$ cat src/design/clbs_pkg.sv
package clbs_pkg;

	localparam int GLYPH_SLOTS = 8;
	localparam int MAX_DIGITS = 10;
	localparam int NUM_WIDTH = 32;
	localparam int BCD_DIGITS = 10;
	localparam int BCD_WIDTH = 4 * BCD_DIGITS;
	localparam int CNT_WIDTH = $clog2(NUM_WIDTH);
	localparam int QUEUE_DEPTH = 2;
	localparam int ADDR_WIDTH = 5;

	localparam logic [2:0] CMD_INIT = 3'd0;
	localparam logic [2:0] CMD_COMMAND = 3'd1;
	localparam logic [2:0] CMD_CHAR = 3'd2;
	localparam logic [2:0] CMD_GOTO = 3'd3;
	localparam logic [2:0] CMD_GLYPH = 3'd4;
	localparam logic [2:0] CMD_NUMBER = 3'd5;

	localparam logic [2:0] REG_BUS_MODE = 3'd0;
	localparam logic [2:0] REG_SECOND_LINE_BASE = 3'd1;
	localparam logic [2:0] REG_FUNC_SET_8BIT = 3'd2;
	localparam logic [2:0] REG_FUNC_SET_4BIT = 3'd3;
	localparam logic [2:0] REG_DISPLAY_ON = 3'd4;
	localparam logic [2:0] REG_ENTRY_MODE = 3'd5;

	localparam logic [15:0] WAIT_SHORT = 16'd50;
	localparam logic [15:0] WAIT_LONG = 16'd2000;
	localparam logic [15:0] WAIT_POWER_UP = 16'd40000;
	localparam logic [15:0] WAIT_FIRST_WAKE = 16'd5000;
	localparam logic [15:0] WAIT_WAKE = 16'd150;

	localparam logic [7:0] CLEAR_CMD = 8'h01;
	localparam logic [7:0] HOME_CMD = 8'h02;
	localparam logic [7:0] GLYPH_BASE = 8'h40;
	localparam logic [7:0] GOTO_BASE = 8'h80;
	localparam logic [7:0] ASCII_ZERO = 8'h30;
	localparam logic [7:0] WAKE_NIBBLE = 8'h03;
	localparam logic [7:0] FOUR_BIT_NIBBLE = 8'h02;

	localparam logic [3:0] INIT_POWER = 4'd0;
	localparam logic [3:0] INIT_WAKE_FIRST = 4'd1;
	localparam logic [3:0] INIT_WAKE_LAST = 4'd4;
	localparam logic [3:0] INIT_FUNC = 4'd5;
	localparam logic [3:0] INIT_DISPLAY = 4'd6;
	localparam logic [3:0] INIT_CLEAR = 4'd7;
	localparam logic [3:0] GLYPH_LAST = 4'd8;
	localparam logic [3:0] DIGIT_LAST = 4'(MAX_DIGITS - 1);

	typedef struct packed {
		logic [2:0] cmd;
		logic [7:0] data_byte;
		logic [1:0] row;
		logic [5:0] column;
		logic [3:0] slot;
		logic [63:0] pattern;
		logic [31:0] number;
	} in_item_t;

	typedef struct packed {
		logic strobe_res;
		logic rs;
		logic [7:0] bus_data;
		logic [15:0] wait_us;
		logic last;
	} out_item_t;

	typedef struct packed {
		logic bus_mode;
		logic [6:0] second_line_base;
		logic [7:0] func_set_8bit_cmd;
		logic [7:0] func_set_4bit_cmd;
		logic [7:0] display_on_cmd;
		logic [7:0] entry_mode_cmd;
	} cfg_t;

	typedef enum logic [1:0] {
		OP_INIT,
		OP_BYTE,
		OP_GLYPH,
		OP_NUMBER
	} op_t;

	typedef struct packed {
		op_t op;
		logic rs;
		logic [7:0] byte_val;
		logic [63:0] payload;
		logic [3:0] start;
	} q_entry_t;

	typedef enum logic [1:0] {
		F_IDLE,
		F_CONV,
		F_PUSH
	} front_state_t;

	typedef enum logic {
		B_IDLE,
		B_RUN
	} back_state_t;

	function automatic logic [15:0] cmd_wait(input logic [7:0] b);
		return (b == CLEAR_CMD || b == HOME_CMD) ? WAIT_LONG : WAIT_SHORT;
	endfunction

endpackage

$ cat src/design/char_lcd_bus_sequencer.sv
// Character LCD bus sequencer. Requests enter on the in channel (in_valid,
// in_ready, in_data) and each one expands into a run of bus strobes on the
// out channel (out_valid, out_ready, out_data); the final strobe of a request
// carries last. Requests that produce nothing (unused command codes, glyph
// slots out of range) are taken and dropped.
// The front takes one request at a time and classifies it; a number request
// then passes through a shift-and-add-3 decimal converter, one input bit per
// cycle. A two-entry queue separates the front from the back sequencer.
// Within a request the back emits one strobe per cycle while out_ready is
// high. The first strobe of a request passes through the front's entry
// register, the queue memory and the back's entry and output registers.
// When the receiver stalls, the output register holds its strobe, the back
// waits, the queue fills and the front then lowers in_ready.
// Reset clears all control state and loads the configuration registers with
// their defaults (4-bit bus, line two at address 64). The user must write
// configuration over the APB port only while the block is idle (unenforced).
module char_lcd_bus_sequencer import clbs_pkg::*; (
	input logic clk,
	input logic arst_n,
	input logic in_valid,
	output logic in_ready,
	input in_item_t in_data,
	output logic out_valid,
	input logic out_ready,
	output out_item_t out_data,
	input logic psel,
	input logic penable,
	input logic pwrite,
	input logic [ADDR_WIDTH-1:0] paddr,
	input logic [31:0] pwdata,
	output logic [31:0] prdata,
	output logic pready
);

	cfg_t cfg_q;
	logic cfg_wr;
	logic [2:0] reg_idx;
	logic push_valid, push_ready, pop_valid, pop_ready;
	q_entry_t push_data, pop_data;

	assign pready = 1'b1;
	assign cfg_wr = psel && penable && pwrite && pready;
	assign reg_idx = paddr[ADDR_WIDTH-1:2];

	always_ff @(posedge clk or negedge arst_n) begin
		if (!arst_n) begin
			cfg_q.bus_mode <= 1'b1;
			cfg_q.second_line_base <= 7'd64;
			cfg_q.func_set_8bit_cmd <= 8'd56;
			cfg_q.func_set_4bit_cmd <= 8'd40;
			cfg_q.display_on_cmd <= 8'd12;
			cfg_q.entry_mode_cmd <= 8'd6;
		end else if (cfg_wr) begin
			unique case (reg_idx)
				REG_BUS_MODE: cfg_q.bus_mode <= pwdata[0];
				REG_SECOND_LINE_BASE: cfg_q.second_line_base <= pwdata[6:0];
				REG_FUNC_SET_8BIT: cfg_q.func_set_8bit_cmd <= pwdata[7:0];
				REG_FUNC_SET_4BIT: cfg_q.func_set_4bit_cmd <= pwdata[7:0];
				REG_DISPLAY_ON: cfg_q.display_on_cmd <= pwdata[7:0];
				REG_ENTRY_MODE: cfg_q.entry_mode_cmd <= pwdata[7:0];
				default: begin
				end
			endcase
		end
	end

	always_comb begin
		unique case (reg_idx)
			REG_BUS_MODE: prdata = 32'(cfg_q.bus_mode);
			REG_SECOND_LINE_BASE: prdata = 32'(cfg_q.second_line_base);
			REG_FUNC_SET_8BIT: prdata = 32'(cfg_q.func_set_8bit_cmd);
			REG_FUNC_SET_4BIT: prdata = 32'(cfg_q.func_set_4bit_cmd);
			REG_DISPLAY_ON: prdata = 32'(cfg_q.display_on_cmd);
			REG_ENTRY_MODE: prdata = 32'(cfg_q.entry_mode_cmd);
			default: prdata = 32'd0;
		endcase
	end

	clbs_front u_front (
		.clk(clk),
		.arst_n(arst_n),
		.cfg(cfg_q),
		.in_valid(in_valid),
		.in_ready(in_ready),
		.in_data(in_data),
		.push_valid(push_valid),
		.push_ready(push_ready),
		.push_data(push_data)
	);

	clbs_queue u_queue (
		.clk(clk),
		.arst_n(arst_n),
		.push_valid(push_valid),
		.push_ready(push_ready),
		.push_data(push_data),
		.pop_valid(pop_valid),
		.pop_ready(pop_ready),
		.pop_data(pop_data)
	);

	clbs_back u_back (
		.clk(clk),
		.arst_n(arst_n),
		.cfg(cfg_q),
		.pop_valid(pop_valid),
		.pop_ready(pop_ready),
		.pop_data(pop_data),
		.out_valid(out_valid),
		.out_ready(out_ready),
		.out_data(out_data)
	);

endmodule

$ cat src/design/clbs_front.sv
module clbs_front import clbs_pkg::*; (
	input logic clk,
	input logic arst_n,
	input cfg_t cfg,
	input logic in_valid,
	output logic in_ready,
	input in_item_t in_data,
	output logic push_valid,
	input logic push_ready,
	output q_entry_t push_data
);

	front_state_t state_q, state_nxt;
	q_entry_t ent_q, ent_class;
	logic keep, is_num, accept;
	logic [NUM_WIDTH-1:0] bin_q;
	logic [BCD_WIDTH-1:0] bcd_q, bcd_adj;
	logic [CNT_WIDTH-1:0] cnt_q;
	logic [7:0] goto_addr;
	logic [3:0] num_start;

	assign accept = in_valid && in_ready;

	always_comb begin
		goto_addr = 8'd0;
		if (in_data.row == 2'd0) begin
			goto_addr = {2'b00, in_data.column};
		end else if (in_data.row == 2'd1) begin
			goto_addr = {1'b0, cfg.second_line_base} + {2'b00, in_data.column};
		end
	end

	always_comb begin
		ent_class = '0;
		ent_class.op = OP_BYTE;
		ent_class.payload = in_data.pattern;
		keep = 1'b1;
		is_num = 1'b0;
		unique case (in_data.cmd)
			CMD_INIT: begin
				ent_class.op = OP_INIT;
			end
			CMD_COMMAND: begin
				ent_class.byte_val = in_data.data_byte;
			end
			CMD_CHAR: begin
				ent_class.rs = 1'b1;
				ent_class.byte_val = in_data.data_byte;
			end
			CMD_GOTO: begin
				ent_class.byte_val = GOTO_BASE | goto_addr;
			end
			CMD_GLYPH: begin
				ent_class.op = OP_GLYPH;
				ent_class.byte_val = GLYPH_BASE + {1'b0, in_data.slot, 3'b000};
				keep = ({28'd0, in_data.slot} < 32'(GLYPH_SLOTS));
			end
			CMD_NUMBER: begin
				ent_class.op = OP_NUMBER;
				is_num = 1'b1;
			end
			default: begin
				keep = 1'b0;
			end
		endcase
	end

	always_comb begin
		for (int i = 0; i < BCD_DIGITS; i++) begin
			if (bcd_q[4*i +: 4] >= 4'd5) begin
				bcd_adj[4*i +: 4] = bcd_q[4*i +: 4] + 4'd3;
			end else begin
				bcd_adj[4*i +: 4] = bcd_q[4*i +: 4];
			end
		end
	end

	always_comb begin
		num_start = DIGIT_LAST;
		for (int p = 0; p < MAX_DIGITS; p++) begin
			if (bcd_q[4*p +: 4] != 4'd0) begin
				num_start = 4'(MAX_DIGITS - 1 - p);
			end
		end
	end

	always_comb begin
		state_nxt = state_q;
		unique case (state_q)
			F_IDLE: begin
				if (accept && is_num) begin
					state_nxt = F_CONV;
				end else if (accept && keep) begin
					state_nxt = F_PUSH;
				end
			end
			F_CONV: begin
				if (cnt_q == CNT_WIDTH'(NUM_WIDTH - 1)) begin
					state_nxt = F_PUSH;
				end
			end
			F_PUSH: begin
				if (push_ready) begin
					state_nxt = F_IDLE;
				end
			end
			default: begin
				state_nxt = F_IDLE;
			end
		endcase
	end

	always_comb begin
		in_ready = (state_q == F_IDLE);
		push_valid = (state_q == F_PUSH);
		push_data = ent_q;
		if (ent_q.op == OP_NUMBER) begin
			push_data.payload = 64'(bcd_q);
			push_data.start = num_start;
		end
	end

	always_ff @(posedge clk or negedge arst_n) begin
		if (!arst_n) begin
			state_q <= F_IDLE;
			cnt_q <= '0;
		end else begin
			state_q <= state_nxt;
			if (accept) begin
				cnt_q <= '0;
			end else if (state_q == F_CONV) begin
				cnt_q <= cnt_q + 1'b1;
			end
		end
	end

	always_ff @(posedge clk) begin
		if (accept) begin
			ent_q <= ent_class;
			bin_q <= in_data.number;
			bcd_q <= '0;
		end else if (state_q == F_CONV) begin
			bcd_q <= {bcd_adj[BCD_WIDTH-2:0], bin_q[NUM_WIDTH-1]};
			bin_q <= {bin_q[NUM_WIDTH-2:0], 1'b0};
		end
	end

endmodule

$ cat src/design/clbs_queue.sv
module clbs_queue import clbs_pkg::*; (
	input logic clk,
	input logic arst_n,
	input logic push_valid,
	output logic push_ready,
	input q_entry_t push_data,
	output logic pop_valid,
	input logic pop_ready,
	output q_entry_t pop_data
);

	localparam int PTR_W = (QUEUE_DEPTH > 1) ? $clog2(QUEUE_DEPTH) : 1;
	localparam int CNT_W = $clog2(QUEUE_DEPTH + 1);

	q_entry_t mem_q [QUEUE_DEPTH];
	logic [PTR_W-1:0] wr_ptr_q, rd_ptr_q;
	logic [CNT_W-1:0] count_q;
	logic do_push, do_pop;

	assign push_ready = (count_q != CNT_W'(QUEUE_DEPTH));
	assign pop_valid = (count_q != '0);
	assign pop_data = mem_q[rd_ptr_q];
	assign do_push = push_valid && push_ready;
	assign do_pop = pop_valid && pop_ready;

	always_ff @(posedge clk or negedge arst_n) begin
		if (!arst_n) begin
			wr_ptr_q <= '0;
			rd_ptr_q <= '0;
			count_q <= '0;
		end else begin
			if (do_push) begin
				wr_ptr_q <= (wr_ptr_q == PTR_W'(QUEUE_DEPTH - 1)) ? '0 : wr_ptr_q + 1'b1;
			end
			if (do_pop) begin
				rd_ptr_q <= (rd_ptr_q == PTR_W'(QUEUE_DEPTH - 1)) ? '0 : rd_ptr_q + 1'b1;
			end
			if (do_push && !do_pop) begin
				count_q <= count_q + 1'b1;
			end else if (do_pop && !do_push) begin
				count_q <= count_q - 1'b1;
			end
		end
	end

	always_ff @(posedge clk) begin
		if (do_push) begin
			mem_q[wr_ptr_q] <= push_data;
		end
	end

endmodule

$ cat src/design/clbs_back.sv
module clbs_back import clbs_pkg::*; (
	input logic clk,
	input logic arst_n,
	input cfg_t cfg,
	input logic pop_valid,
	output logic pop_ready,
	input q_entry_t pop_data,
	output logic out_valid,
	input logic out_ready,
	output out_item_t out_data
);

	back_state_t state_q, state_nxt;
	q_entry_t ent_q;
	logic [3:0] step_q, e_next;
	logic lo_q;
	logic out_valid_q;
	out_item_t out_q, res;
	logic e_raw, e_strobe, e_rs, e_final, split, emit, done;
	logic [7:0] e_val;
	logic [15:0] e_wait;
	logic [2:0] gl_idx;
	logic [3:0] dig_idx;

	assign gl_idx = 3'(step_q - 4'd1);
	assign dig_idx = DIGIT_LAST - step_q;

	always_comb begin
		e_raw = 1'b0;
		e_strobe = 1'b1;
		e_rs = 1'b0;
		e_val = 8'd0;
		e_wait = 16'd0;
		e_final = 1'b0;
		e_next = step_q + 4'd1;
		unique case (ent_q.op)
			OP_BYTE: begin
				e_rs = ent_q.rs;
				e_val = ent_q.byte_val;
				e_wait = ent_q.rs ? WAIT_SHORT : cmd_wait(ent_q.byte_val);
				e_final = 1'b1;
			end
			OP_GLYPH: begin
				if (step_q == 4'd0) begin
					e_val = ent_q.byte_val;
					e_wait = cmd_wait(ent_q.byte_val);
				end else begin
					e_rs = 1'b1;
					e_val = ent_q.payload[{gl_idx, 3'b000} +: 8];
					e_wait = WAIT_SHORT;
				end
				e_final = (step_q == GLYPH_LAST);
			end
			OP_NUMBER: begin
				e_rs = 1'b1;
				e_val = ASCII_ZERO + {4'd0, ent_q.payload[{dig_idx, 2'b00} +: 4]};
				e_wait = WAIT_SHORT;
				e_final = (step_q == DIGIT_LAST);
			end
			OP_INIT: begin
				priority if (step_q == INIT_POWER) begin
					e_raw = 1'b1;
					e_strobe = 1'b0;
					e_wait = WAIT_POWER_UP;
					e_next = cfg.bus_mode ? INIT_WAKE_FIRST : INIT_FUNC;
				end else if (step_q <= INIT_WAKE_LAST) begin
					e_raw = 1'b1;
					e_val = (step_q == INIT_WAKE_LAST) ? FOUR_BIT_NIBBLE : WAKE_NIBBLE;
					e_wait = (step_q == INIT_WAKE_FIRST) ? WAIT_FIRST_WAKE : WAIT_WAKE;
				end else if (step_q == INIT_FUNC) begin
					e_val = cfg.bus_mode ? cfg.func_set_4bit_cmd : cfg.func_set_8bit_cmd;
					e_wait = cmd_wait(e_val) + (cfg.bus_mode ? 16'd0 : WAIT_LONG);
				end else if (step_q == INIT_DISPLAY) begin
					e_val = cfg.display_on_cmd;
					e_wait = cmd_wait(e_val) + WAIT_LONG;
				end else if (step_q == INIT_CLEAR) begin
					e_val = CLEAR_CMD;
					e_wait = cmd_wait(e_val) + WAIT_LONG;
				end else begin
					e_val = cfg.entry_mode_cmd;
					e_wait = cmd_wait(e_val) + WAIT_LONG;
					e_final = 1'b1;
				end
			end
			default: begin
				e_final = 1'b1;
			end
		endcase
	end

	assign split = !e_raw && cfg.bus_mode;
	assign emit = (state_q == B_RUN) && (!out_valid_q || out_ready);
	assign done = e_final && (!split || lo_q);

	always_comb begin
		res.strobe_res = e_strobe;
		res.rs = e_rs;
		if (!split) begin
			res.bus_data = e_val;
		end else if (lo_q) begin
			res.bus_data = {4'd0, e_val[3:0]};
		end else begin
			res.bus_data = {4'd0, e_val[7:4]};
		end
		res.wait_us = (split && !lo_q) ? 16'd0 : e_wait;
		res.last = done;
	end

	always_comb begin
		state_nxt = state_q;
		unique case (state_q)
			B_IDLE: begin
				if (pop_valid) begin
					state_nxt = B_RUN;
				end
			end
			B_RUN: begin
				if (emit && done) begin
					state_nxt = B_IDLE;
				end
			end
			default: begin
				state_nxt = B_IDLE;
			end
		endcase
	end

	always_comb begin
		pop_ready = (state_q == B_IDLE);
		out_valid = out_valid_q;
		out_data = out_q;
	end

	always_ff @(posedge clk or negedge arst_n) begin
		if (!arst_n) begin
			state_q <= B_IDLE;
			out_valid_q <= 1'b0;
			step_q <= '0;
			lo_q <= 1'b0;
		end else begin
			state_q <= state_nxt;
			if (emit) begin
				out_valid_q <= 1'b1;
			end else if (out_ready) begin
				out_valid_q <= 1'b0;
			end
			if (pop_valid && pop_ready) begin
				step_q <= pop_data.start;
				lo_q <= 1'b0;
			end else if (emit) begin
				if (split && !lo_q) begin
					lo_q <= 1'b1;
				end else begin
					lo_q <= 1'b0;
					step_q <= e_next;
				end
			end
		end
	end

	always_ff @(posedge clk) begin
		if (pop_valid && pop_ready) begin
			ent_q <= pop_data;
		end
		if (emit) begin
			out_q <= res;
		end
	end

endmodule

$ cat config.mk
export PLATFORM = sky130hd
export DESIGN_NAME = char_lcd_bus_sequencer
export DESIGN_NICKNAME = d
export VERILOG_FILES = /design/src/design/clbs_pkg.sv /design/src/design/char_lcd_bus_sequencer.sv /design/src/design/clbs_front.sv /design/src/design/clbs_queue.sv /design/src/design/clbs_back.sv
export SDC_FILE = /design/constraint.sdc
export NUM_CORES = 1
export LEC_CHECK = 0
export ABC_AREA = 1
export BUFFER_PORTS_ARGS = -buffer_cell sky130_fd_sc_hd__clkbuf_2
export CORE_UTILIZATION = 53
export CTS_CLUSTER_SIZE = 12
export DETAILED_ROUTE_END_ITERATION = 12
export PLACE_DENSITY = 0.75
export SYNTH_ARGS = -nofsm -noshare
export SYNTH_HDL_FRONTEND = slang
export SYNTH_SLANG_ARGS = --single-unit
$ cat constraint.sdc
create_clock -name clk -period 4.4 [get_ports clk]
set_clock_uncertainty 0.05 [all_clocks]
set_input_delay 0.88 -clock clk [delete_from_list [all_inputs] [get_ports clk]]
set_output_delay 0.88 -clock clk [all_outputs]
set_load 0.05 [all_outputs]
==> qor_table.md <==
| Group | Metric | Reported |
| --- | --- | --- |
| critical path | Arrival time of the worst setup path | 2.32 ns |
| clock tree | Clock latency at the later pin of the worst-skew pair | 0.58 ns |
| clock tree | Total of hold buffers inserted after clock tree synthesis | 0 |
| cells and area | Share of cells above drive strength 1 | 14.7% |
| critical path | Maximum fanout encountered on the critical timing path | 6 |
| critical path | Kind of capture point of the worst setup path | output pin |
| sta | Period Utilization, post-route | 73.8% |
| floorplan | Die H | 201 um |
| synth | Mean instance size in the synthesized netlist | 10.0 um^2 |
| cells and area | Area growth from synthesis to layout | 13.5% |
| flow run | Max Cap Violations | 0 |
| floorplan | Area of the placeable core | 38800 um^2 |
| critical path | R2R setup slack | 1.32 ns |
| power | Worst IR Drop VDD | 0.000400 V |
| cells and area | Number of fill cells | 3193 |
| synth | YS warnings | 0 |
| synth | Cells after synthesis | 2097 |
| critical path | Ordered list of cells on the worst path | clkbuf_2 -> inv_1 -> nor3_4 -> inv_1 -> o21ai_0 -> a221oi_1 -> o21ai_0 -> clkbuf_2 |
| route | Post-detailed-routing wire length | 46400 um |
| cells and area | Area of combinational cells with multiple inputs | 6670 um^2 |
| clock tree | Clock Tree Buf Depth | 3 |
| critical path | Start of the worst register-to-register path | u_back.step_q[1] |
| critical path | R2R cell count | 10 |
| cells and area | Final #Nets | 2470 |
| clock tree | CTS tree | done |
| power | PD cells | 688 nW/um^2 |
| cells and area | Finished Core Util | 61.3% |
| global route | Initial antenna violation count | 0 |
| route | Post-detailed-route DRC marker count | 0 |
| floorplan | Die ar. | 40400 um^2 |
| placed design | Pre-CTS setup slack | 1.16 ns |
| critical path | Cell class contributing the biggest share of worst-path delay | buffers and inverters |
| placed design | Dpl hpwl | 31900 um |
| critical path | CP required | 3.47 ns |
| sta | Highest achievable clock rate | 308 MHz |
| power | Total power consumption of the routed design | 16.4 mW |
| cells and area | Flip-flop and latch area | 13200 um^2 |
| power | Leak | 10.1 nW |
| placed design | Count of buffers from port buffering | 170 |
| status | Outcome | finished clean |
| floorplan | Row Count | 72 |
| critical path | Stage delay of the slowest cell on the critical path | 0.33 ns |
| global route | Residual overflow from global routing | 0 |
| route | Routed via count | 15000 |
| global route | Wire length of the first global-routing pass | 75400 um |
| clock tree | Number of clock sinks | 461 |
| floorplan | Top Ports | 225 |
| route | Detailed-routing iteration count for the pre-antenna-repair pass | 6 |
| synth | Post-synth EDFFs | 363 |
| route | Ratio of routed vias to standard cells | 5.31 |
| cells and area | Non-filler instance count after layout | 2820 |
| sta | Number of max-slew violations in the final report | 0 |
| placed design | Cell Area, Placed | 22200 um^2 |
| sta | Setup_tns | 0 ns |
| clock tree | Cell at the root of the clock tree | clkbuf_16 |
| sta | Worst Slack Setup Final | 1.15 ns |
| synth | Register area share after synthesis | 62.8% |
| cells and area | Most frequent cells in the layout | nand2_1, edfxtp_1, inv_1, nand3_1, clkbuf_2 |
| critical path | Critical Setup Path Class | input pin to output pin |
| route | Routed Antenna Nets | 0 |
| synth | Leading area contributor after synthesis | edfxtp_1 |
| clock tree | Total CTS buffers | 49 |
| clock tree | Number of buffers added for setup after CTS | 0 |
| cells and area | Final Cell Area | 23800 um^2 |
| critical path | Slowest CP cell | clkbuf_2 |
| synth | Top area cells in the synthesized netlist | edfxtp_1, nand2_1, dfrtp_1 |
| critical path | Bufs and invs on worst path | 4 |
| clock tree | Total of cells resized after clock tree synthesis | 0 |
| sta | Worst hold margin | 0.323 ns |
| clock tree | # H-tree levels | 2 |
| synth | Post-synth cell types | 58 |
| clock tree | Clk pin slew, worst setup/hold paths | 0.05 ns |
| cells and area | Most frequent standard cell in the layout excluding fill and tap cells | nand2_1 |
| global route | Largest net degree at the start of global routing | 84 |
| synth | Yosys top cell area share | 52.0% |
| floorplan | Initial core utilization | 54.0% |
| placed design | Weighted congestion reported at the end of routability-driven placement | 0.962 |
| cells and area | Number of antenna cells inserted | 0 |
| critical path | Critical register-to-register path endpoint | u_back.out_data[20] |
| sta | Relative slew margins | 31.3% |
| synth | Synth async-reset ratio | 12.6% |
| sta | Final number of hold-violating endpoints | 0 |
| synth | Count of state elements after synthesis | 461 |
| sta | Transition time of the tightest slew-check pin | 1.03 ns |
| critical path | Startpoint Class | input pin |
| synth | Netlist area before placement | 21000 um^2 |
| global route | Total track usage | 23.4% |
| floorplan | Chip Width | 201 um |
| sta | Unrepaired setup endpoints after global routing | no |
| sta | Final Critical Period | 3.25 ns |
| route | 1st-iter DRT viols | 1075 |
| synth | Most instantiated flip-flop cell in the synthesis netlist | edfxtp_1 |
| placed design | Placed insts | 2731 |
| min path | Worst min-delay path category | input pin to async pin |
| route | Routed wirelength normalized by instance count | 16.5 um |
| global route | Vias in the first global route | 14400 |
| sta | Count of final setup violators | 0 |
[metal layers]
layer / part of all wire [%] / track usage, % / vias to the layer above
met2: 49 / 38.5 / 447
met1: 44 / 32.4 / 7108
met3: 4.8 / 2.92 / 75
met4: 2.1 / 7.36 / 0
li1: - / - / 7340
met5: 0 / 0 / -
[flip-flops by register name, indices dropped and copies added, names as in the netlist, 2 cells and up]
name	cells
u_queue.mem_q	158
u_back.ent_q	75
u_front.ent_q	64
cfg_q	40
u_front.bcd_q	40
u_front.bin_q	32
u_back.out_data	23
u_front.push_data	11
u_front.cnt_q	5
u_back.step_q	4
u_front.state_q	2
u_queue.count_q	2
[worst max path at each step]
stage                       startpoint                  to  slack, ns  cells past startpoint
floorplan           u_queue.count_q[0]  u_queue.count_q[1]       0.08                      7
global placement              paddr[3]           prdata[6]       1.19                      8
detailed placement            paddr[3]           prdata[6]       1.16                      8
CTS                           paddr[3]           prdata[6]       1.16                      8
global route                  paddr[3]           prdata[6]       1.04                      8
finish                        paddr[3]           prdata[6]       1.15                      8
[power breakdown]
part	internal, mW	switching [mW]
Combinational	1.41	3.91
Clock	2.39	1.62
Sequential	6.47	0.575
Total	10.3	6.10
[worst register-to-register path: cells and delay by family, from the launching register on]
| kind | cells | cell delay (ns) |
|---|---|---|
| AND/OR/NAND/NOR | 7 | 0.72 |
| flip-flops | 1 | 0.65 |
| buffers and inverters | 2 | 0.78 |
| adder cells (fa/ha/maj) | 1 | 0.62 |
[cell usage after synthesis (6+ instances only)]
master    instances
dfxtp_1          40
xor2_1           11
inv_1           179
inv_2             9
nand4_1           8
o32ai_1           7
o21ai_0         144
dfrtp_1          47
edfxtp_1        363
o21ai_2          10
clkbuf_1         45
or2_2            14
a21oi_1          55
nand2_1         690
nor3_1            8
buf_2            18
dfstp_2          11
ha_1             42
nor2_2            6
nand2_2           7
o22ai_1          11
o211ai_1         13
nor2_1           80
nand3_1         178
a31oi_1           7
buf_4            30
[logic make-up (layout without fill, tap and decap cells)]
logic type / after synthesis / count (layout) / share of synthesized area, %
buf+inv: 291 / 470 / 5.97
flops: 461 / 461 / 62.8
xor+xnor: 14 / 14 / 0.585
simple gates: 1010 / 1010 / 20.3
compound gates: 276 / 276 / 7.69
fa+ha+maj: 43 / 43 / 2.60
other cells: 2 / 28 / 0.0358
[area by class of cell]
cell class              instances  area share (%)
flip-flops and latches        461            55.3
multi-input cells            1371            28.0
clock buffers                  72            5.77
repair buffers                190            4.26
inverters                     191            3.04
well taps                     518            2.72
clock inverters                17           0.815
No activity file was read; power rests on OpenSTA's default activity.
